$ cat config.mk
export PLATFORM = sky130hd
export DESIGN_NAME = two_class_softmax_detector_top
export DESIGN_NICKNAME = d
export VERILOG_FILES = /design/src/sv/tcsd_pkg.sv /design/src/sv/two_class_softmax_detector_top.sv /design/src/sv/tcsd_mac.sv
export SDC_FILE = /design/constraint.sdc
export NUM_CORES = 2
export LEC_CHECK = 0
export BUFFER_PORTS_ARGS = -buffer_cell sky130_fd_sc_hd__buf_2
export CAP_MARGIN = 10
export CORE_UTILIZATION = 50
export DETAILED_ROUTE_END_ITERATION = 10
export PLACE_DENSITY = 0.67
export SYNTH_ARGS = -nofsm -noshare
export SYNTH_HDL_FRONTEND = slang
export SYNTH_SLANG_ARGS = --single-unit
$ cat constraint.sdc
create_clock -name aclk -period 20.2 [get_ports aclk]
set_input_delay 1.01 -clock aclk [delete_from_list [all_inputs] [get_ports aclk]]
set_output_delay 1.01 -clock aclk [all_outputs]
set_load 0.1 [all_outputs]
$ cat src/sv/tcsd_pkg.sv
// Package for the two-class softmax detector: sequencer states, request struct
// for the shared multiply unit, and the fixed-point constants.
// No dependencies.
package tcsd_pkg;

    typedef enum logic [2:0] {
        ST_IDLE,
        ST_DIFF,
        ST_EXP,
        ST_POLY1,
        ST_POLY2,
        ST_THRESH,
        ST_DONE
    } tcsd_state_t;

    typedef struct packed {
        logic signed [21:0] mul_a;
        logic signed [17:0] mul_b;
        logic signed [15:0] offset;
    } mac_req_t;

    localparam int FRAC_BITS = 15;
    localparam logic signed [17:0] LOG2E_Q15 = 18'sh0B8AA;
    localparam logic signed [15:0] PWR_C0    = 16'sh5A82;
    localparam logic signed [15:0] PWR_C1    = 16'sh1FD7;
    localparam logic signed [17:0] PWR_C2    = 18'sh0057A;
    localparam logic [16:0]        ONE_Q15   = 17'd32768;
    localparam logic [15:0]        RUN_MAX   = 16'hFFFF;
    localparam logic [7:0]         CFG_DETECT_PROBABILITY = 8'd0;
    localparam logic [7:0]         CFG_RUN_LIMIT          = 8'd1;

endpackage

$ cat src/sv/two_class_softmax_detector_top.sv
// Top level of the two-class softmax detector: sequencer, datapath registers,
// run counter and output register. Depends on tcsd_pkg and tcsd_mac.
//
// Usage:
//   Input channel s_valid/s_ready carries s_score_idle and s_score_event,
//   two signed 32-bit Q15 log-domain scores for one frame.
//   Result channel m_valid/m_ready carries the two Q15 weights, the frame
//   detect flag, the saturating run count and the trigger.
//   Configuration channel cfg_valid/cfg_ready (always ready) writes
//   detect_probability at index 0 and run_limit at index 1; other indexes
//   are ignored. Write only while no frame is in flight.
//   Frames are processed one at a time: the transfer cycle, the score
//   difference, seven products on the single shared multiplier (exponent
//   scale and two polynomial terms for each class, then the threshold
//   product), and the output load; s_ready stays low until the sequencer
//   returns to idle.
//   Reset clears the run counter, loads detect_probability = 16384 and
//   run_limit = 3, and drops m_valid.
//   A stalled receiver holds the result; the sequencer finishes the next
//   frame and waits until the output register frees before loading it.
module two_class_softmax_detector_top
    import tcsd_pkg::*;
(
    input  logic               aclk,
    input  logic               aresetn,

    input  logic               s_valid,
    output logic               s_ready,
    input  logic signed [31:0] s_score_idle,
    input  logic signed [31:0] s_score_event,

    output logic               m_valid,
    input  logic               m_ready,
    output logic [14:0]        m_weight_idle,
    output logic [14:0]        m_weight_event,
    output logic               m_frame_detect,
    output logic [15:0]        m_run_count,
    output logic               m_trigger,

    input  logic               cfg_valid,
    output logic               cfg_ready,
    input  logic [7:0]         cfg_index,
    input  logic [15:0]        cfg_data
);

    tcsd_state_t state_reg, state_next;
    mac_req_t    req;
    logic signed [24:0] res;
    logic        load;

    logic [14:0] detect_prob_reg;
    logic [14:0] run_limit_reg;
    logic [15:0] run_reg;
    logic [15:0] run_next;

    logic signed [31:0] score_reg [2];
    logic signed [20:0] d_reg [2];
    logic [1:0]         far_reg;
    logic               cls_reg;
    logic signed [16:0] t_reg;
    logic [3:0]         sh_reg;
    logic               zero_reg;
    logic [15:0]        acc1_reg;
    logic [14:0]        w_reg [2];
    logic               det_reg;

    logic               m_valid_reg;
    logic [14:0]        m_weight_idle_reg;
    logic [14:0]        m_weight_event_reg;
    logic               m_frame_detect_reg;
    logic [15:0]        m_run_count_reg;
    logic               m_trigger_reg;

    logic signed [31:0] top;
    logic signed [32:0] diff_idle;
    logic signed [32:0] diff_event;
    logic signed [10:0] ipart;
    logic [10:0]        ineg;
    logic               nz;
    logic signed [16:0] t_calc;
    logic [15:0]        acc_shifted;
    logic [16:0]        thresh;
    logic [15:0]        w_sum;

    tcsd_mac u_mac (
        .req (req),
        .res (res)
    );

    assign s_ready   = (state_reg == ST_IDLE);
    assign cfg_ready = 1'b1;

    assign top        = (score_reg[0] > score_reg[1]) ? score_reg[0] : score_reg[1];
    assign diff_idle  = {score_reg[0][31], score_reg[0]} - {top[31], top};
    assign diff_event = {score_reg[1][31], score_reg[1]} - {top[31], top};

    assign nz     = |res[14:0];
    assign ipart  = $signed(res[24:15]) + $signed({10'd0, nz});
    assign ineg   = 11'(-ipart);
    assign t_calc = nz ? ($signed({1'b0, res[14:0], 1'b0}) - $signed(ONE_Q15))
                       : $signed(ONE_Q15);

    assign acc_shifted = res[15:0] >> sh_reg;
    assign thresh      = ONE_Q15 - {2'b00, detect_prob_reg};
    assign w_sum       = {1'b0, w_reg[0]} + {1'b0, w_reg[1]};

    assign run_next = det_reg ? ((run_reg == RUN_MAX) ? run_reg : run_reg + 16'd1) : 16'd0;

    always_ff @(posedge aclk) begin
        if (!aresetn) begin
            state_reg <= ST_IDLE;
        end else begin
            state_reg <= state_next;
        end
    end

    always_comb begin
        state_next = state_reg;
        req        = '0;
        load       = 1'b0;
        case (state_reg)
            ST_IDLE: begin
                if (s_valid) state_next = ST_DIFF;
            end
            ST_DIFF: begin
                state_next = ST_EXP;
            end
            ST_EXP: begin
                req.mul_a  = {d_reg[cls_reg][20], d_reg[cls_reg]};
                req.mul_b  = LOG2E_Q15;
                state_next = ST_POLY1;
            end
            ST_POLY1: begin
                req.mul_a  = {{5{t_reg[16]}}, t_reg};
                req.mul_b  = PWR_C2;
                req.offset = PWR_C1;
                state_next = ST_POLY2;
            end
            ST_POLY2: begin
                req.mul_a  = {{5{t_reg[16]}}, t_reg};
                req.mul_b  = $signed({2'b00, acc1_reg});
                req.offset = PWR_C0;
                state_next = cls_reg ? ST_THRESH : ST_EXP;
            end
            ST_THRESH: begin
                req.mul_a  = $signed({5'd0, thresh});
                req.mul_b  = $signed({2'b00, w_sum});
                state_next = ST_DONE;
            end
            ST_DONE: begin
                if (!m_valid_reg || m_ready) begin
                    load       = 1'b1;
                    state_next = ST_IDLE;
                end
            end
            default: state_next = ST_IDLE;
        endcase
    end

    always_ff @(posedge aclk) begin
        case (state_reg)
            ST_IDLE: begin
                score_reg[0] <= s_score_idle;
                score_reg[1] <= s_score_event;
                cls_reg      <= 1'b0;
            end
            ST_DIFF: begin
                d_reg[0]   <= diff_idle[20:0];
                d_reg[1]   <= diff_event[20:0];
                far_reg[0] <= ~&diff_idle[32:20] & |diff_idle[32:20];
                far_reg[1] <= ~&diff_event[32:20] & |diff_event[32:20];
            end
            ST_EXP: begin
                t_reg    <= t_calc;
                sh_reg   <= ineg[3:0];
                zero_reg <= far_reg[cls_reg] || (ipart <= -11'sd15);
            end
            ST_POLY1: begin
                acc1_reg <= res[15:0];
            end
            ST_POLY2: begin
                w_reg[cls_reg] <= zero_reg ? 15'd0 : acc_shifted[14:0];
                cls_reg        <= 1'b1;
            end
            ST_THRESH: begin
                det_reg <= ({2'b00, w_reg[0]} <= res[16:0]);
            end
            default: ;
        endcase
    end

    always_ff @(posedge aclk) begin
        if (!aresetn) begin
            detect_prob_reg <= 15'd16384;
            run_limit_reg   <= 15'd3;
            run_reg         <= 16'd0;
            m_valid_reg     <= 1'b0;
        end else begin
            if (cfg_valid && cfg_ready) begin
                case (cfg_index)
                    CFG_DETECT_PROBABILITY: detect_prob_reg <= cfg_data[14:0];
                    CFG_RUN_LIMIT:          run_limit_reg   <= cfg_data[14:0];
                    default: ;
                endcase
            end
            if (load) begin
                run_reg     <= run_next;
                m_valid_reg <= 1'b1;
            end else if (m_ready) begin
                m_valid_reg <= 1'b0;
            end
        end
    end

    always_ff @(posedge aclk) begin
        if (load) begin
            m_weight_idle_reg  <= w_reg[0];
            m_weight_event_reg <= w_reg[1];
            m_frame_detect_reg <= det_reg;
            m_run_count_reg    <= run_next;
            m_trigger_reg      <= (run_next >= {1'b0, run_limit_reg});
        end
    end

    assign m_valid        = m_valid_reg;
    assign m_weight_idle  = m_weight_idle_reg;
    assign m_weight_event = m_weight_event_reg;
    assign m_frame_detect = m_frame_detect_reg;
    assign m_run_count    = m_run_count_reg;
    assign m_trigger      = m_trigger_reg;

    a_top_weight: assert property (@(posedge aclk) disable iff (!aresetn)
        load |=> (m_weight_idle == 15'd32723 || m_weight_event == 15'd32723))
        else $error("neither class weight is at full scale");

    a_miss_clears: assert property (@(posedge aclk) disable iff (!aresetn)
        (m_valid && !m_frame_detect) |-> (m_run_count == 16'd0))
        else $error("run count not cleared on a miss");

    a_hit_counts: assert property (@(posedge aclk) disable iff (!aresetn)
        (m_valid && m_frame_detect) |-> (m_run_count != 16'd0))
        else $error("run count zero on a detection");

    a_busy: assert property (@(posedge aclk) disable iff (!aresetn)
        (s_valid && s_ready) |=> !s_ready)
        else $error("sequencer took a transfer while busy");

endmodule

$ cat src/sv/tcsd_mac.sv
// Shared multiply unit: offset + floor((a * b) / 2^15), signed.
// Depends on tcsd_pkg for the request struct.
module tcsd_mac
    import tcsd_pkg::*;
(
    input  mac_req_t           req,
    output logic signed [24:0] res
);

    logic signed [39:0] prod;

    assign prod = req.mul_a * req.mul_b;
    assign res  = prod[39:FRAC_BITS] + {{9{req.offset[15]}}, req.offset};

endmodule
==> metrics.md <==
| Metric | Value |
|---|---|
| Run status | `complete, no violations` |
| Post-synthesis to final-layout area growth | `9.084%` |
| Diode count | `0` |
| Number of warning messages in the yosys log | `0` |
| Overall power | `2.288 mW` |
| Quantity of I/O buffers inserted on ports | `141` |
| Total half-perimeter wirelength after legalization and detailed placement | `between 50000 and 60000 um` |
| TritonCTS clock tree | `done` |
| Hold Slack | `464.0 ps` |
| Average via count per standard cell | `approximately 5.6` |
| Sequential share of the synthesized area | `0.2640` |
| Distinct cells, synth | `101` |
| Upper clock frequency limit | `0.07734 GHz` |
| Critical path's slowest cell | `sky130_fd_sc_hd__a221o_1` |
| Total die area | `0.05990 mm^2` |
| Placeable Area | `0.05792 mm^2` |
| Final worst path period share | `0.6401` |
| Buffering stage count on the worst path with inverters included | `2` |
| Average cell area after synthesis | `9.785 um^2` |
| Layout cell share with drive strength beyond 1 | `0.1030` |
| Hold buffers post-CTS | `0` |
| Critical setup path kind | `flip-flop to flip-flop` |
| Leakage power | `13.47 nW` |
| Worst-margin pin slew | `1069 ps` |
| Flip-flop count of the largest register, all copies and words added | `64` |
| Clk buf depth | `3` |
| Total clock buffers created by CTS | `29` |
| Worst Hold Class | `flip-flop to flip-flop` |
| CTS clk-pin slew, worst paths | `roughly 60 ps` |
| Synthesized area | `0.02946 mm^2` |
| Sum of negative setup slack | `0 ps` |
| Final-stage net count | `approximately 3800` |
| Worst endpoint data arrival time | `13220 ps` |
| CP peak stage delay | `about 700 ps` |
| Final wirelength | `between 70000 and 80000 um` |
| Hold violation total from the final report | `0` |
| Post-layout instance area | `between 0.03 and 0.04 mm^2` |
| Synthesized flop and latch total | `276` |
| Kind of end point of the critical path | `flip-flop` |
| Post-CTS Resized | `0` |
| Pin count of the biggest net entering global routing | `66` |
| Antenna Nets Post-Route | `0` |
| Most common cell after layout, fill and taps aside | `sky130_fd_sc_hd__inv_1` |
| Mean routed wirelength per cell | `between 15 and 20 um` |
| 1st-pass router iterations | `6` |
| Post-Syn Nets | `3693` |
| Dpl ws | `~7400 ps` |
| Number of DRC markers after the initial detailed-route iteration | `1362` |
| Initial cell density of the core | `0.5087` |
| Post-layout util | `0.5549` |
| Final setup vio count | `0` |
| Clock Sinks | `roughly 280` |
| Number of maximum-capacitance constraint violations | `0` |
| Placed cell count | `3865` |
| Number of top-level design ports | `between 100 and 150` |
| Clock skew | `11.79 ps` |
| GRT Total Usage | `0.2513` |
| Maximum ir drop on the vdd rail | `0.09227 mV` |
| Commonest register cell after synthesis | `sky130_fd_sc_hd__edfxtp_1` |
| Final setup slack of the worst path | `7271 ps` |
| Final Non-Filler Cells | `just under 4000` |
| Buffers inserted by post-CTS timing repair | `0` |
| Pwr dens | `71.20 mW/mm^2` |
| Post-route minimum period | `12930 ps` |
| Headroom to the max-slew limit | `0.2689` |
| Highest-count cells in the layout ignoring fill and taps | `sky130_fd_sc_hd__inv_1, sky130_fd_sc_hd__fa_1, sky130_fd_sc_hd__nor2_1, sky130_fd_sc_hd__nand2_1, sky130_fd_sc_hd__ha_1` |
| Count of flip-flops with a built-in enable after synthesis | `225` |
| Post-route DRC | `0` |
| Worst Path Max Fanout | `10` |
| Post-DP Area | `between 0.03 and 0.04 mm^2` |
| Clock latency at the later pin of the worst-skew pair | `approximately 570 ps` |
| RSZ-0062 raised after global routing | `false` |
| Critical Path RT | `20490 ps` |
| Async set-or-reset flop fraction in the synthesized netlist | `0` |
| Clk root buf | `sky130_fd_sc_hd__clkbuf_16` |
| Number of cell rows | `88` |
| Kind of start point of the critical path | `flip-flop` |
| CTS H-tree lvls | `1` |
| Routability congestion estimate | `0.9251` |
| Via Count | `between 20000 and 25000` |
| Chip Width | `244.7 um` |
| Synthesized instance count | `3011` |
| Global-route congestion overflow total | `0` |
| Final Max Tran Viols | `0` |
| Wire length of the first global-routing pass | `119200 um` |
| Die height | `244.7 um` |
| Initial antenna violation count | `0` |
| Number of global-route vias before repair | `23000` |
| CP top delay family | `compound AO/OA/AOI/OAI gates` |
routing by layer:
| metal | global-route usage | share of wire | up-vias |
|---|---|---|---|
| li1 | - | - | 10370 |
| met1 | 0.3168 | 0.41 | 10970 |
| met2 | 0.4507 | 0.51 | 658 |
| met3 | 0.02744 | 0.051 | 124 |
| met4 | 0.07721 | 0.034 | 0 |
| met5 | 0 | 0 | - |
area by class of cell:
class / count / area [um^2]
Multi-Input combinational cell: 2210 / 19750
Tap cell: 765 / 957.2
Clock buffer: 38 / 827.0
Sequential cell: 276 / 7777
Timing Repair Buffer: 181 / 1018
Clock inverter: 16 / 182.7
Fill cell: 5081 / 25780
Inverter: 434 / 1629
Yosys cell counts (8+ instances only):
cell	instances	area share
sky130_fd_sc_hd__mux2_2	8	0.0031
sky130_fd_sc_hd__and3_1	19	0.0040
sky130_fd_sc_hd__nor2_1	292	0.037
sky130_fd_sc_hd__inv_1	430	0.055
sky130_fd_sc_hd__clkbuf_1	73	0.0093
sky130_fd_sc_hd__buf_1	8	0.0010
sky130_fd_sc_hd__and2_1	9	0.0019
sky130_fd_sc_hd__o21ai_1	15	0.0025
sky130_fd_sc_hd__or3_1	14	0.0030
sky130_fd_sc_hd__a211oi_1	13	0.0033
sky130_fd_sc_hd__ha_1	251	0.11
sky130_fd_sc_hd__xor2_1	43	0.013
sky130_fd_sc_hd__o221ai_1	8	0.0024
sky130_fd_sc_hd__dfxtp_1	51	0.035
sky130_fd_sc_hd__nor2b_1	32	0.0068
sky130_fd_sc_hd__nand4_1	23	0.0049
sky130_fd_sc_hd__xnor2_1	84	0.025
sky130_fd_sc_hd__o21ai_0	75	0.013
sky130_fd_sc_hd__o21a_1	35	0.0089
sky130_fd_sc_hd__nand2_1	278	0.035
sky130_fd_sc_hd__a21o_1	50	0.013
sky130_fd_sc_hd__edfxtp_1	225	0.23
sky130_fd_sc_hd__buf_2	9	0.0015
sky130_fd_sc_hd__a31oi_1	17	0.0036
sky130_fd_sc_hd__nand3_1	34	0.0058
sky130_fd_sc_hd__nand2b_1	70	0.015
sky130_fd_sc_hd__nor3_1	42	0.0071
sky130_fd_sc_hd__mux2i_1	96	0.033
sky130_fd_sc_hd__o211ai_1	8	0.0020
sky130_fd_sc_hd__and4_1	9	0.0027
sky130_fd_sc_hd__or2_2	18	0.0038
sky130_fd_sc_hd__fa_1	338	0.23
sky130_fd_sc_hd__a21oi_1	155	0.026
sky130_fd_sc_hd__nor4_1	13	0.0028
where the power goes:
group,internal [mW],switching [mW]
Clock,0.330,0.229
Sequential,0.697,0.0362
Combinational,0.394,0.602
cell families after synthesis:
| family | synth area share |
|---|---|
| AOI/OAI and AO/OA | 0.1134 |
| xor gates and xnor gates | 0.04090 |
| adders and majority gates | 0.3363 |
| buffers and inverters | 0.06740 |
| DFF | 0.2640 |
| muxes | 0.03720 |
| other | 0.0001273 |
| and+or+nand+nor | 0.1407 |
worst paths after layout:
kind / start / slack [ps] / to / cells after the start
max: w_reg[0][1] / 7270 / zero_reg / 48
min reg2reg: w_reg[1][3] / 460 / m_weight_event[3] / 0
max reg2reg: w_reg[0][1] / 7270 / zero_reg / 48
min: w_reg[1][3] / 460 / m_weight_event[3] / 0
No activity file was read; power rests on OpenSTA's default activity.
